**src/hw/rtl/u2u_pkg.sv**
```systemverilog
// shared types, codes and constants for the utf-8 to ucs transcoder
// no dependencies
package u2u_pkg;

    // widths of the beat fields
    localparam int unsigned BYTE_W   = 8;
    localparam int unsigned CODE_W   = 21;
    localparam int unsigned STATUS_W = 2;
    localparam int unsigned MODE_W   = 2;
    localparam int unsigned NEED_W   = 2;

    // result queue sizing
    localparam int unsigned QDEPTH = 4;
    localparam int unsigned QPTR_W = $clog2(QDEPTH);
    localparam int unsigned QCNT_W = $clog2(QDEPTH + 1);

    // mode register codes
    localparam logic [MODE_W-1:0] MODE_RAW  = 2'd0;
    localparam logic [MODE_W-1:0] MODE_UCS2 = 2'd1;
    localparam logic [MODE_W-1:0] MODE_UCS4 = 2'd2;

    // status codes
    localparam logic [STATUS_W-1:0] ST_OK       = 2'd0;
    localparam logic [STATUS_W-1:0] ST_BAD_UTF8 = 2'd1;
    localparam logic [STATUS_W-1:0] ST_RANGE    = 2'd2;
    localparam logic [STATUS_W-1:0] ST_UNUSED   = 2'd3;

    // byte constants
    localparam logic [BYTE_W-1:0] QUOTE_BYTE = 8'h22;
    localparam logic [CODE_W-1:0] UCS2_MAX   = 21'h00FFFF;

    // input beat
    typedef struct packed {
        logic [BYTE_W-1:0] in_byte;
        logic              is_last;
    } t_in_beat;

    // result beat
    typedef struct packed {
        logic [CODE_W-1:0]   code_value;
        logic [STATUS_W-1:0] status;
        logic                end_of_string;
    } t_out_beat;

    // up to two results written into the queue in one cycle
    typedef struct packed {
        logic      v0;
        logic      v1;
        t_out_beat beat0;
        t_out_beat beat1;
    } t_push;

endpackage

```
**src/hw/rtl/u2u_decode.sv**
```systemverilog
// decode stage: string state registers and the per-byte decode logic
// depends on u2u_pkg
module u2u_decode
    import u2u_pkg::*;
(
    input  logic              i_clk,
    input  logic              i_rst_n,
    input  logic              i_fire,
    input  t_in_beat          i_beat,
    input  logic [MODE_W-1:0] i_mode,
    output t_push             o_push
);

    logic [CODE_W-1:0]   r_acc,  n_acc;
    logic [NEED_W-1:0]   r_need, n_need;
    logic                r_qp,   n_qp;
    logic [STATUS_W-1:0] r_err,  n_err;

    logic      q_v, h_v, e_v;
    t_out_beat q_beat, h_beat, e_beat;

    // per-byte decode
    always_comb begin
        logic [BYTE_W-1:0] b;
        logic              last;
        logic              raw;
        logic              done;
        logic [CODE_W-1:0] cv;

        b      = i_beat.in_byte;
        last   = i_beat.is_last;
        raw    = (i_mode != MODE_UCS2) && (i_mode != MODE_UCS4);
        done   = 1'b0;
        cv     = '0;
        n_acc  = r_acc;
        n_need = r_need;
        n_qp   = r_qp;
        n_err  = r_err;
        q_v    = 1'b0;
        h_v    = 1'b0;
        e_v    = 1'b0;
        q_beat = '{code_value: CODE_W'(QUOTE_BYTE), status: ST_OK, end_of_string: 1'b0};
        h_beat = '0;
        e_beat = '0;

        if (r_err != ST_OK) begin
            // sticky error: drop bytes, report on the last one
            done = 1'b1;
            if (last) begin
                e_v    = 1'b1;
                e_beat = '{code_value: '0, status: r_err, end_of_string: 1'b1};
            end
        end else if (r_need == '0 && r_qp) begin
            n_qp = 1'b0;
            q_v  = 1'b1;
            if (b == QUOTE_BYTE) begin
                // doubled quote collapses to one
                q_beat.end_of_string = last;
                done = 1'b1;
            end
        end else if (r_need == '0 && b == QUOTE_BYTE && !last) begin
            n_qp = 1'b1;
            done = 1'b1;
        end

        if (!done) begin
            if (raw) begin
                cv     = CODE_W'(b);
                h_v    = 1'b1;
                n_need = '0;
            end else if (r_need == '0) begin
                // lead byte
                if (b[7] == 1'b0) begin
                    cv  = CODE_W'(b);
                    h_v = 1'b1;
                end else if (b[7:5] == 3'b110) begin
                    n_acc  = CODE_W'(b[4:0]);
                    n_need = 2'd1;
                end else if (b[7:4] == 4'b1110) begin
                    n_acc  = CODE_W'(b[3:0]);
                    n_need = 2'd2;
                end else if (b[7:3] == 5'b11110) begin
                    n_acc  = CODE_W'(b[2:0]);
                    n_need = 2'd3;
                end else begin
                    n_err = ST_BAD_UTF8;
                end
            end else begin
                // continuation byte
                if (b[7:6] != 2'b10) begin
                    n_err = ST_BAD_UTF8;
                end else begin
                    n_acc  = {r_acc[CODE_W-7:0], b[5:0]};
                    n_need = r_need - 2'd1;
                    if (n_need == '0) begin
                        cv  = n_acc;
                        h_v = 1'b1;
                    end
                end
            end

            // ucs-2 range check
            if (h_v && i_mode == MODE_UCS2 && cv > UCS2_MAX) begin
                n_err = ST_RANGE;
                h_v   = 1'b0;
            end
            if (n_err == ST_OK && last && !h_v) begin
                n_err = ST_BAD_UTF8;
            end
            h_beat = '{code_value: cv, status: ST_OK, end_of_string: last};
            if (n_err != ST_OK && last) begin
                e_v    = 1'b1;
                e_beat = '{code_value: '0, status: n_err, end_of_string: 1'b1};
            end
        end

        // end of string clears everything
        if (last) begin
            n_acc  = '0;
            n_need = '0;
            n_qp   = 1'b0;
            n_err  = ST_OK;
        end
    end

    // pack up to two results in order
    always_comb begin
        o_push.v0    = i_fire && (q_v || h_v || e_v);
        o_push.v1    = i_fire && q_v && (h_v || e_v);
        o_push.beat0 = q_v ? q_beat : (h_v ? h_beat : e_beat);
        o_push.beat1 = h_v ? h_beat : e_beat;
    end

    // string state
    always_ff @(posedge i_clk) begin
        if (!i_rst_n) begin
            r_acc  <= '0;
            r_need <= '0;
            r_qp   <= 1'b0;
            r_err  <= ST_OK;
        end else if (i_fire) begin
            r_acc  <= n_acc;
            r_need <= n_need;
            r_qp   <= n_qp;
            r_err  <= n_err;
        end
    end

endmodule

```
**src/hw/rtl/u2u_outq.sv**
```systemverilog
// result queue: takes up to two beats per cycle, one out per ready cycle
// depends on u2u_pkg
module u2u_outq
    import u2u_pkg::*;
(
    input  logic      i_clk,
    input  logic      i_rst_n,
    input  t_push     i_push,
    output logic      o_room2,
    output logic      o_valid,
    input  logic      i_ready,
    output t_out_beat o_beat
);

    t_out_beat           r_mem [QDEPTH];
    logic [QPTR_W-1:0]   r_wptr, n_wptr;
    logic [QPTR_W-1:0]   r_rptr, n_rptr;
    logic [QCNT_W-1:0]   r_cnt,  n_cnt;
    logic                pop;
    logic [QPTR_W-1:0]   wptr1;

    assign o_valid = (r_cnt != '0);
    assign o_beat  = r_mem[r_rptr];
    assign o_room2 = (r_cnt <= QCNT_W'(QDEPTH - 2));
    assign pop     = o_valid && i_ready;
    assign wptr1   = r_wptr + QPTR_W'(1);

    // pointer and count updates
    always_comb begin
        n_wptr = r_wptr + QPTR_W'(i_push.v0) + QPTR_W'(i_push.v1);
        n_rptr = r_rptr + QPTR_W'(pop);
        n_cnt  = r_cnt + QCNT_W'(i_push.v0) + QCNT_W'(i_push.v1) - QCNT_W'(pop);
    end

    always_ff @(posedge i_clk) begin
        if (!i_rst_n) begin
            r_wptr <= '0;
            r_rptr <= '0;
            r_cnt  <= '0;
        end else begin
            r_wptr <= n_wptr;
            r_rptr <= n_rptr;
            r_cnt  <= n_cnt;
        end
    end

    // entry storage
    always_ff @(posedge i_clk) begin
        if (i_push.v0) begin
            r_mem[r_wptr] <= i_push.beat0;
        end
        if (i_push.v1) begin
            r_mem[wptr1] <= i_push.beat1;
        end
    end

endmodule

```
**src/hw/rtl/utf8_to_ucs_transcoder.sv**
```systemverilog
// utf-8 to ucs transcoder for the body of a quoted string
// depends on u2u_pkg, u2u_decode and u2u_outq
//
// usage:
//   input channel (i_in_valid / o_in_ready / i_in_data) carries one byte of the
//   string body per beat, with is_last on its final byte.
//   output channel (o_out_valid / i_out_ready / o_out_data) carries code units,
//   a status and an end_of_string flag; an error shows as one beat with code 0.
//   i_cfg_we / i_cfg_wdata write the mode (raw, ucs-2, ucs-4); write it only
//   while the block is idle.
// timing:
//   a byte is registered at its input beat, decoded from that register into a
//   four-entry result queue once the queue has room for two results, and
//   shows on the output straight from the queue.
//   one byte per cycle is taken as long as the queue keeps room for two
//   results; a byte that yields two results (a held quote plus the byte)
//   takes two entries; sustained rate is one result per cycle while ready.
// reset: synchronous, active low; clears the string state, the queue and
//   the mode (raw).
// stall: when the receiver holds i_out_ready low the queue fills, then the
//   input register holds and o_in_ready drops until room returns.
module utf8_to_ucs_transcoder
    import u2u_pkg::*;
(
    input  logic              i_clk,
    input  logic              i_rst_n,
    input  logic              i_in_valid,
    output logic              o_in_ready,
    input  t_in_beat          i_in_data,
    output logic              o_out_valid,
    input  logic              i_out_ready,
    output t_out_beat         o_out_data,
    input  logic              i_cfg_we,
    input  logic [MODE_W-1:0] i_cfg_wdata
);

    logic [MODE_W-1:0] r_mode;
    logic              r_in_valid;
    t_in_beat          r_in;
    logic              room2;
    logic              fire;
    t_push             push;

    assign fire       = r_in_valid && room2;
    assign o_in_ready = !r_in_valid || fire;

    // mode register
    always_ff @(posedge i_clk) begin
        if (!i_rst_n) begin
            r_mode <= MODE_RAW;
        end else if (i_cfg_we) begin
            r_mode <= i_cfg_wdata;
        end
    end

    // input register
    always_ff @(posedge i_clk) begin
        if (!i_rst_n) begin
            r_in_valid <= 1'b0;
        end else if (o_in_ready) begin
            r_in_valid <= i_in_valid;
        end
    end

    always_ff @(posedge i_clk) begin
        if (o_in_ready && i_in_valid) begin
            r_in <= i_in_data;
        end
    end

    u2u_decode u_decode (
        .i_clk   (i_clk),
        .i_rst_n (i_rst_n),
        .i_fire  (fire),
        .i_beat  (r_in),
        .i_mode  (r_mode),
        .o_push  (push)
    );

    u2u_outq u_outq (
        .i_clk   (i_clk),
        .i_rst_n (i_rst_n),
        .i_push  (push),
        .o_room2 (room2),
        .o_valid (o_out_valid),
        .i_ready (i_out_ready),
        .o_beat  (o_out_data)
    );

endmodule

```
**config.mk**
```make
export PLATFORM = sky130hd
export DESIGN_NAME = utf8_to_ucs_transcoder
export DESIGN_NICKNAME = d
export VERILOG_FILES = /design/src/hw/rtl/u2u_pkg.sv /design/src/hw/rtl/u2u_decode.sv /design/src/hw/rtl/u2u_outq.sv /design/src/hw/rtl/utf8_to_ucs_transcoder.sv
export SDC_FILE = /design/constraint.sdc
export NUM_CORES = 1
export LEC_CHECK = 0
export BUFFER_PORTS_ARGS = -buffer_cell sky130_fd_sc_hd__buf_2
export CORE_MARGIN = 5
export CORE_UTILIZATION = 57
export CTS_BUF_LIST = sky130_fd_sc_hd__clkbuf_4 sky130_fd_sc_hd__clkbuf_8
export CTS_CLUSTER_SIZE = 8
export DETAILED_ROUTE_END_ITERATION = 8
export PLACE_DENSITY = 0.76
export SETUP_SLACK_MARGIN = 0.4
export SLEW_MARGIN = 10
export SYNTH_ARGS = -nofsm -noshare
export SYNTH_HDL_FRONTEND = slang
export SYNTH_HIERARCHICAL = 1
export SYNTH_SLANG_ARGS = --single-unit
```
**constraint.sdc**
```tcl
create_clock -name i_clk -period 3.75 [get_ports i_clk]
set_input_delay 0.5625 -clock i_clk [delete_from_list [all_inputs] [get_ports i_clk]]
set_output_delay 0.5625 -clock i_clk [all_outputs]
set_load 0.05 [all_outputs]
```
==> run_results.csv, run 1 <==
group,metric,value,unit
synth,yosysSeqAreaShare,51.14,%
clock_tree,cts.sinks,135,
clock_tree,numCtsBuffers,17,
sta,hold_viol_final,0,
power_and_ir_drop,pwr_density_cell,535.2,nW/µm²
floorplan,placementRows,41,
routing,drc,0,
clock_tree,postCtsSetupBuffers,0,
worst_setup_path,reg2reg_from,"u_decode/r_acc[10]",
clock_tree,worstSkewPairLatency,450,ps
synth,synth_compound_area_share,8.115,%
sta,tns,0,ps
power_and_ir_drop,power.total,0.004323,W
routing,drtIter0Drc,374,
power_and_ir_drop,switching_share,33.32,%
worst_setup_path,cp_max_fo,5,
clock_tree,clk_pin_slew_worst_paths,70,ps
routing,route.vias.total,4691,
cells_and_area,final_area,8078,µm²
sta,slew_headroom,46.53,%
sta,timing.final.crit_share,85.37,%
global_route,grt_pass1_vias,4763,
power_and_ir_drop,clkPwrFrac,29.0,%
power_and_ir_drop,p_leak,3.020,nW
cells_and_area,n_antenna_cell,0,
floorplan,die_y,123.5,µm
power_and_ir_drop,p_int,0.002883,W
worst_setup_path,start_kind,"register",
cells_and_area,fillers,972,
power_and_ir_drop,ir_drop,0.0003106,V
worst_hold_path,hold_class,"in -> reg",
global_route,grtUsageTotal,22.60,%
synth,ys_ff_latch,135,
sta,maxSlewViolCount,0,
synth,synth_nets,561,
synth,synthMuxAreaShare,22.50,%
worst_setup_path,worstRegToRegCells,11,
worst_setup_path,worstSetupPathType,"reg -> reg",
synth,synth_async_sr_flop_share,0,%
clock_tree,ctsRootBufferMaster,"clkbuf_8",
routing,viasPerCell,6.156,
power_and_ir_drop,seq_power_share,42.2,%
cells_and_area,nets,600,
synth,synth_top_family_by_area,"multiplexers",
sta,min_period,3201,ps
global_route,antenna_found_initial,0,
synth,synth_fa_ha_area_share,1.500,%
routing,first_pass_iters,5,
global_route,grt.overflow.total,0,
placement,dp_hpwl,10160,µm
floorplan,initial_core_util,58.16,%
synth,syn_inst,538,
routing,wl,15940,µm
clock_tree,cts_tree,"done",
routing,wl_per_cell,20.92,µm
synth,synth_xor_area_share,0.3580,%
worst_setup_path,worst_ep_arrival_time,3550,ps
sta,setup_viol,0,
worst_setup_path,reg2reg_to,"u_outq/r_cnt[2]",
placement,place_area,7669,µm²
clock_tree,cts_resized,0,
synth,yosysWarnings,6,
outcome,status,"completed",
synth,synth_area_per_cell,13.64,µm²
floorplan,die-width,123.5,µm
worst_hold_path,holdPathStages,1,
worst_setup_path,crit_path_end_kind,"register",
clock_tree,cts_hold_buf,0,
sta,tightest_slew,802.0,ps
cells_and_area,area_delta_synth_final,10.06,%
global_route,grt_pass1_wl,25700,µm
floorplan,core_area,12620,µm²
power_and_ir_drop,p_sw,0.001441,W
placement,numPortBuffers,41,
synth,synth_enable_flop_cells,105,
worst_hold_path,holdPathEnd,"r_in[0]",
placement,gp_congestion,0.9004,
sta,rsz0062_at_grt,"false",
sta,timing.fmax,312.4,MHz
synth,synth_area,7340,µm²
clock_tree,clk_path_buf_depth,2,
worst_hold_path,hold_start,"i_in_data[0]",
power_and_ir_drop,comb_power_share,28.7,%
synth,synth-simple-area-share,12.24,%
worst_setup_path,cp_data_required_time,4100,ps
cells_and_area,drive_above_1_share,39.66,%
sta,fin_skew,6.433,ps
clock_tree,cts.htree.levels,4,
global_route,grt_max_degree,47,
floorplan,dieArea,15250,µm²
run,max_cap_viol_count,0,
synth,ys_dominant_reg_cell,"edfxtp_1",
synth,yosysUniqueCellTypes,68,
worst_setup_path,rrSetupSlack,550,ps
floorplan,num_io_pins,42,
routing,postRouteAntennaNets,0,
## worst max-delay path by stage
| stage | start | endpoint | slack (ps) | cells past startpoint |
|---|---|---|---|---|
| 5_1_grt | u_decode/r_acc[10] | u_outq/r_cnt[2] | 410 | 11 |
| 4_1_cts | u_decode/r_acc[10] | u_outq/r_cnt[2] | 580 | 11 |
| 3_3_place_gp | u_decode/r_acc[10] | u_outq/r_cnt[2] | 650 | 11 |
| 6_report | u_decode/r_acc[10] | u_outq/r_cnt[2] | 550 | 11 |
| 3_5_place_dp | u_decode/r_acc[10] | u_outq/r_cnt[2] | 600 | 11 |
| 2_1_floorplan | r_in[8] | u_outq/r_mem[1][0] | 230 | 7 |
## stage by stage
stage / hold WS [ps] / utilization [%] / instances / worst slack [ps]
5_1_grt: 262.5 / 64.01 / 762 / 408.4
6_report: 284.7 / 64.01 / 762 / 548.5
4_1_cts: 262.8 / 64.01 / 762 / 580.3
3_3_place_gp: 487.5 / 60.77 / 730 / 652.0
3_5_place_dp: 499.8 / 60.77 / 730 / 599.0
2_1_floorplan: 465.7 / - / 538 / 227.1
## power by group through the flow
stage	combinational, W	sequential [W]	clock (W)
2_1_floorplan	0.00103	0.00179	0
3_3_place_gp	0.00122	0.00186	0
3_5_place_dp	0.00125	0.00186	0
4_1_cts	0.00126	0.00183	0.00127
5_1_grt	0.00132	0.00184	0.00134
6_report	0.00124	0.00183	0.00125
## sequential cells by signal, summed over array words and instances (netlist names)
signal           cells
u_outq/r_mem        96
u_decode/r_acc      15
r_in                 9
u_outq/r_cnt         3
r_mode               2
u_decode/r_err       2
u_decode/r_need      2
u_outq/r_rptr        2
u_outq/r_wptr        2
r_in_valid           1
u_decode/r_qp        1
## cell usage in the layout (no fill, tap or decap), drive strengths merged, types with 5 or more instances in the layout
cell type,instances
a21oi,6
a31oi,5
a41oi,11
and2,39
and3,16
buf,59
clkbuf,19
clkinv,9
dfxtp,30
edfxtp,105
inv,17
mux2,96
mux4,24
nand2,26
nand3,11
nor2,14
nor3,6
o2111ai,12
o21ai,9
## area by class of cell
cell class | instances | area (µm²) | area share [%]
flip-flops and latches | 135 | 3755 | 46.48
multi-input cells | 347 | 3294 | 40.78
repair buffers | 59 | 340.3 | 4.213
clock buffers | 19 | 249.0 | 3.082
well taps | 172 | 215.2 | 2.664
clock inverters | 13 | 160.2 | 1.983
inverters | 17 | 63.81 | 0.7900
## metal layers
layer	GRT usage, %	vias up	part of all wire, %
met1	30.82	2361	45
met5	0	-	0
met4	7.474	0	1.2
li1	-	2170	-
met2	36.63	141	49
met3	4.346	19	5.4
## logic make-up (layout without fill, tap and decap cells)
kind of cell,after synthesis,after routing
fa+ha+maj,7,7
buf+inv,56,108
flops,135,135
mux,123,123
compound gates,73,73
simple gates,141,141
xor+xnor,3,3
## cells in the mapped netlist, types with 11 or more instances
master	n	area share [%]
mux2_2	95	15
nand2_1	26	1.3
edfxtp_1	105	43
o2111ai_1	11	1.3
mux4_2	24	7.4
and2_1	39	3.3
inv_1	17	0.87
and3_1	16	1.4
buf_2	15	1.0
dfxtp_1	30	8.2
nor2_1	14	0.72
clkbuf_1	12	0.61
## worst max-delay path: stages (launching register included)
cell and delay, ps:
dfxtp_1 350, or4_4 580, o2111ai_4 240, o21ai_0 150, a31oi_1 260, inv_1 70, ha_1 280, inv_1 60
fa_1 420, fa_1 420, xnor2_1 130, and2_1 150
(Power assumes the default switching activity.)
==> run 2: changes to the inputs <==
--- a/config.mk
+++ b/config.mk
@@ -7,11 +7,10 @@
 export LEC_CHECK = 0
 export BUFFER_PORTS_ARGS = -buffer_cell sky130_fd_sc_hd__buf_2
 export CORE_MARGIN = 5
-export CORE_UTILIZATION = 57
-export CTS_BUF_LIST = sky130_fd_sc_hd__clkbuf_4 sky130_fd_sc_hd__clkbuf_8
+export CORE_UTILIZATION = 55
 export CTS_CLUSTER_SIZE = 8
 export DETAILED_ROUTE_END_ITERATION = 8
-export PLACE_DENSITY = 0.76
+export PLACE_DENSITY = 0.74
 export SETUP_SLACK_MARGIN = 0.4
 export SLEW_MARGIN = 10
 export SYNTH_ARGS = -nofsm -noshare
==> run_results.csv, run 2 (synthesis gave the netlist of run 1 again) <==
group,metric,value,unit
outcome,status,"completed",
clock_tree,cts_tree,"done",
clock_tree,worstSkewPairLatency,420,ps
worst_setup_path,worst_ep_arrival_time,3450,ps
clock_tree,cts.sinks,135,
routing,first_pass_iters,5,
sta,maxSlewViolCount,0,
routing,viasPerCell,6.109,
floorplan,die-width,125.5,µm
sta,tightest_slew,947.8,ps
placement,numPortBuffers,41,
cells_and_area,layout_commonest_cell,"edfxtp_1",
sta,rsz0062_at_grt,"false",
floorplan,initial_core_util,55.64,%
sta,timing.final.crit_share,83.95,%
sta,min_period,3148,ps
clock_tree,numCtsBuffers,17,
cells_and_area,layout_common_cells,"edfxtp_1 (105), mux2_2 (95), buf_2 (41), and2_1 (39), dfxtp_1 (29)",
global_route,grt_pass1_wl,25790,µm
floorplan,num_io_pins,42,
floorplan,die_y,125.5,µm
clock_tree,cts_hold_buf,0,
global_route,grt_max_degree,47,
worst_setup_path,critPathBufInv,3,
clock_tree,clk_path_buf_depth,2,
routing,drtIter0Drc,428,
clock_tree,clk_pin_slew_worst_paths,50,ps
clock_tree,cts.htree.levels,4,
worst_setup_path,start_kind,"register",
clock_tree,postCtsSetupBuffers,0,
cells_and_area,largest_register,"u_outq/r_mem",
global_route,grt.overflow.total,0,
routing,wl_per_cell,21.02,µm
worst_setup_path,crit_family,"adder cells",
routing,postRouteAntennaNets,0,
placement,dp_hpwl,10210,µm
worst_setup_path,worstSetupPathType,"reg -> reg",
cells_and_area,area_delta_synth_final,11.88,%
worst_setup_path,cp_data_required_time,4060,ps
cells_and_area,fillers,1006,
floorplan,core_area,13190,µm²
sta,hold_viol_final,0,
power_and_ir_drop,p_leak,3.059,nW
routing,route.vias.total,4667,
power_and_ir_drop,pwr_density_cell,560.0,nW/µm²
worst_setup_path,critical_path.cell_chain,"or2_2 -> a21oi_1 -> buf_4 -> o21ai_1 -> a31oi_1 -> inv_1 -> ha_1 -> inv_1 -> fa_1 -> fa_1 -> xnor2_1 -> and2_1",
power_and_ir_drop,ir_drop,0.0002891,V
cells_and_area,n_antenna_cell,0,
worst_setup_path,cp_max_fo,12,
cells_and_area,largest_register_ffs,96,
cells_and_area,post-route-util,62.26,%
placement,gp_congestion,0.8813,
global_route,antenna_found_initial,0,
cells_and_area,final_area,8212,µm²
cells_and_area,layout.cells.non_filler,764,
placement,dp.cells,733,
worst_setup_path,slowest_stage,"edfxtp_1",
floorplan,dieArea,15760,µm²
sta,tns,0,ps
clock_tree,cts_resized,0,
sta,setup_viol,0,
placement,place_area,7666,µm²
run,max_cap_viol_count,0,
global_route,grt_pass1_vias,4745,
sta,fin_skew,6.897,ps
worst_setup_path,crit_path_end_kind,"register",
routing,wl,16060,µm
cells_and_area,top_regs,"u_outq/r_mem: 96 flops, u_decode/r_acc: 15 flops, r_in: 9 flops",
global_route,grtUsageTotal,21.08,%
sta,slew_headroom,36.81,%
sta,whs,318.0,ps
clock_tree,ctsRootBufferMaster,"clkbuf_16",
cells_and_area,nets,599,
worst_hold_path,hold_class,"in -> reg",
sta,timing.fmax,317.7,MHz
cells_and_area,drive_above_1_share,39.12,%
routing,drc,0,
floorplan,placementRows,42,
worst_setup_path,slowest_delay,570,ps
## run 2: changes by cell type in the layout (fill, tap and decap cells not counted)
cell | previous run | this run
clkinv_2 | 5 | 3
clkbuf_16 | 0 | 17
buf_4 | 18 | 17
clkbuf_4 | 2 | 0
clkbuf_8 | 17 | 0
clkinv_1 | 4 | 3
clkbuf_1 | 0 | 3
bufinv_16 | 4 | 2
o21ai_1 | 2 | 3
clkinvlp_4 | 0 | 3
o21ai_0 | 5 | 4
## run 2: stage by stage
step / power (W) / setup WS (ps)
6_report: 0.004598 / 602.0
5_1_grt: 0.004788 / 427.5
4_1_cts: 0.004635 / 577.0
3_5_place_dp: 0.003100 / 589.8
3_3_place_gp: 0.003066 / 635.7
2_1_floorplan: 0.002825 / 227.1
## run 2: final cells by class
type,count,area (µm²),area share [%]
Tap cell,176,220.2,2.682
Timing Repair Buffer,58,332.8,4.053
Inverter,17,63.81,0.7771
Clock inverter,11,108.9,1.326
Multi-Input combinational cell,347,3294,40.12
Sequential cell,135,3755,45.73
Clock buffer,20,436.7,5.318
## run 2: worst paths after layout
kind	slack, ps	startpoint	to	cells past startpoint
max	600	r_in[8]	u_outq/r_cnt[2]	12
min	320	i_in_data[2]	r_in[2]	1
max reg2reg	600	r_in[8]	u_outq/r_cnt[2]	12
min reg2reg	500	r_in_valid	r_in_valid	2
## run 2: power by group
group	switching [W]	internal, W	total (W)	leakage, nW
registers	0.000121	0.00173	0.00185	1.15
logic	0.000781	0.000425	0.00121	1.65
clock network	0.000579	0.000961	0.00154	0.258
total	0.00148	0.00312	0.00460	3.06
## run 2: per-layer routing
metal / track usage, % / share of wire (%) / routed length, µm
met1: 27.91 / 43 / 6927
met2: 34.39 / 50 / 8007
met3: 4.819 / 5.4 / 870
met4: 7.270 / 1.6 / 252
met5: 0 / 0 / 0
==> run 3: changes to the inputs <==
--- a/config.mk
+++ b/config.mk
@@ -7,10 +7,10 @@
 export LEC_CHECK = 0
 export BUFFER_PORTS_ARGS = -buffer_cell sky130_fd_sc_hd__buf_2
 export CORE_MARGIN = 5
-export CORE_UTILIZATION = 55
+export CORE_UTILIZATION = 61
 export CTS_CLUSTER_SIZE = 8
 export DETAILED_ROUTE_END_ITERATION = 8
-export PLACE_DENSITY = 0.74
+export PLACE_DENSITY = 0.78
 export SETUP_SLACK_MARGIN = 0.4
 export SLEW_MARGIN = 10
 export SYNTH_ARGS = -nofsm -noshare
==> constraint.sdc (replaced) <==
create_clock -name i_clk -period 3.2 [get_ports i_clk]
set_input_delay 0.48 -clock i_clk [delete_from_list [all_inputs] [get_ports i_clk]]
set_output_delay 0.48 -clock i_clk [all_outputs]
set_load 0.05 [all_outputs]
==> run_results.csv, run 3 (synthesis gave the netlist of run 1 again) <==
group,metric,value,unit
placement,numPortBuffers,41,
worst_setup_path,critical_path.cell_chain,"or4_4 -> o2111ai_4 -> o21ai_2 -> a31oi_2 -> inv_2 -> ha_4 -> inv_2 -> fa_2 -> fa_2 -> xnor2_1 -> and2_1",
worst_setup_path,worstSetupPathType,"reg -> reg",
routing,wl,16480,µm
worst_setup_path,rrSetupSlack,440,ps
global_route,grt_max_degree,46,
cells_and_area,top_regs,"u_outq/r_mem: 96 flops, u_decode/r_acc: 15 flops, r_in: 9 flops",
clock_tree,cts_tree,"done",
cells_and_area,largest_register_ffs,96,
worst_hold_path,holdPathStages,1,
cells_and_area,largest_register,"u_outq/r_mem",
worst_setup_path,cp_data_required_time,3500,ps
routing,wl_per_cell,22.03,µm
sta,timing.fmax,361.7,MHz
floorplan,die-width,119.7,µm
global_route,grtUsageTotal,23.98,%
worst_setup_path,reg2reg_to,"u_outq/r_cnt[2]",
clock_tree,cts.htree.levels,4,
placement,place_area,7782,µm²
worst_setup_path,worst_ep_arrival_time,3070,ps
floorplan,dieArea,14330,µm²
power_and_ir_drop,p_sw,0.001790,W
sta,fin_skew,6.650,ps
floorplan,die_y,119.7,µm
placement,dp_hpwl,10250,µm
clock_tree,ctsRootBufferMaster,"clkbuf_16",
power_and_ir_drop,seq_power_share,37.1,%
cells_and_area,layout_commonest_cell,"edfxtp_1",
worst_setup_path,worstRegToRegCells,11,
sta,timing.final.crit_share,86.39,%
sta,slew_headroom,44.58,%
routing,viasPerCell,6.397,
floorplan,initial_core_util,61.62,%
worst_setup_path,cp_max_fo,4,
sta,maxSlewViolCount,0,
worst_setup_path,crit_path_end_kind,"register",
global_route,grt_pass1_wl,26370,µm
worst_setup_path,reg2reg_from,"u_decode/r_acc[11]",
routing,postRouteAntennaNets,0,
power_and_ir_drop,switching_share,31.59,%
worst_hold_path,hold_class,"in -> reg",
clock_tree,clk_path_buf_depth,2,
cells_and_area,area_delta_synth_final,15.34,%
power_and_ir_drop,ir_drop,0.0004116,V
worst_hold_path,holdPathEnd,"r_in[8]",
clock_tree,cts.sinks,135,
clock_tree,cts_hold_buf,0,
power_and_ir_drop,p_leak,3.176,nW
floorplan,core_area,11910,µm²
placement,gp_congestion,0.8644,
worst_setup_path,slowest_stage,"or4_4",
run,max_cap_viol_count,0,
power_and_ir_drop,clkPwrFrac,36.0,%
clock_tree,numCtsBuffers,17,
sta,tightest_slew,831.3,ps
sta,hold_viol_final,0,
global_route,grt_pass1_vias,4916,
cells_and_area,layout_common_cells,"edfxtp_1 (105), mux2_2 (95), buf_2 (41), and2_1 (38), nand2_1 (26)",
sta,setup_viol,0,
cells_and_area,fillers,822,
clock_tree,worstSkewPairLatency,410,ps
floorplan,placementRows,40,
routing,first_pass_iters,5,
clock_tree,clk_pin_slew_worst_paths,60,ps
sta,rsz0062_at_grt,"true",
routing,route.vias.total,4785,
power_and_ir_drop,p_int,0.003877,W
routing,drc,0,
worst_setup_path,start_kind,"register",
sta,min_period,2764,ps
cells_and_area,nets,611,
power_and_ir_drop,pwr_density_cell,669.5,nW/µm²
cells_and_area,n_antenna_cell,0,
routing,drtIter0Drc,544,
worst_hold_path,hold_start,"i_in_data[8]",
cells_and_area,drive_above_1_share,43.93,%
cells_and_area,final_area,8466,µm²
global_route,grt.overflow.total,0,
sta,tns,0,ps
worst_setup_path,slowest_delay,540,ps
outcome,status,"completed",
global_route,antenna_found_initial,0,
power_and_ir_drop,comb_power_share,26.9,%
floorplan,num_io_pins,42,
==> run 3: stage by stage <==
| step | instances | power (W) | worst slack, ps | hold WS (ps) | util (%) |
|---|---|---|---|---|---|
| floorplan | 538 | 0.003320 | 341.3 | 465.7 | - |
| global placement | 711 | 0.003620 | 343.1 | 493.7 | 65.34 |
| detailed placement | 711 | 0.003651 | 299.5 | 505.6 | 65.34 |
| CTS | 745 | 0.005688 | 397.9 | 229.0 | 70.69 |
| global route | 748 | 0.005892 | 303.8 | 220.8 | 71.07 |
| finish | 748 | 0.005667 | 435.6 | 240.5 | 71.07 |
==> run 3: worst max path at each step <==
| stage | start | end | slack (ps) | cells past startpoint |
|---|---|---|---|---|
| 2_1_floorplan | u_decode/r_acc[13] | u_outq/r_cnt[2] | 340 | 11 |
| 3_3_place_gp | u_decode/r_acc[13] | u_outq/r_cnt[2] | 340 | 11 |
| 3_5_place_dp | u_decode/r_acc[13] | u_outq/r_cnt[2] | 300 | 11 |
| 4_1_cts | u_decode/r_acc[10] | u_outq/r_cnt[2] | 400 | 11 |
| 5_1_grt | r_mode[1] | u_outq/r_cnt[1] | 300 | 10 |
| 6_report | u_decode/r_acc[11] | u_outq/r_cnt[2] | 440 | 11 |
==> run 3: repair_timing <==
| item | 4_1_cts | 5_1_grt |
|---|---|---|
| gates cloned | 0 | 0 |
| resized for setup | 2 | 9 |
| buffers inserted | 2 | 3 |
| endpoints found under the setup margin | 20 | 2 |
| pin swaps | 4 | 1 |
==> run 3: metal layers <==
layer | track usage (%) | wire length [µm]
met5 | 0 | 0
met4 | 9.162 | 268
met3 | 4.100 | 850
met2 | 39.62 | 8179
met1 | 31.88 | 7181
==> run 3: cell type report <==
type / instances / area [µm²] / area share, %
Tap cell: 147 / 183.9 / 2.173
Clock inverter: 14 / 181.4 / 2.143
Multi-Input combinational cell: 347 / 3349 / 39.57
Inverter: 17 / 63.81 / 0.7538
Timing Repair Buffer: 70 / 485.5 / 5.735
Sequential cell: 135 / 3762 / 44.44
Clock buffer: 18 / 439.2 / 5.188
==> run 3: critical path: cells and delay by family (launching register included) <==
| kind | cells | cell delay [ps] |
|---|---|---|
| adder cells (fa/ha/maj) | 3 | 940 |
| AND/OR/NAND/NOR | 2 | 670 |
| AO/OA/AOI/OAI | 3 | 500 |
| flip-flops | 1 | 350 |
| XOR/XNOR | 1 | 120 |
| buffers and inverters | 2 | 90 |
==> run 3: power groups by stage <==
stage | logic [W] | registers (W) | clock network [W]
floorplan | 0.00122 | 0.00210 | 0
global placement | 0.00149 | 0.00213 | 0
detailed placement | 0.00151 | 0.00214 | 0
CTS | 0.00152 | 0.00210 | 0.00206
global route | 0.00162 | 0.00211 | 0.00216
finish | 0.00152 | 0.00210 | 0.00204
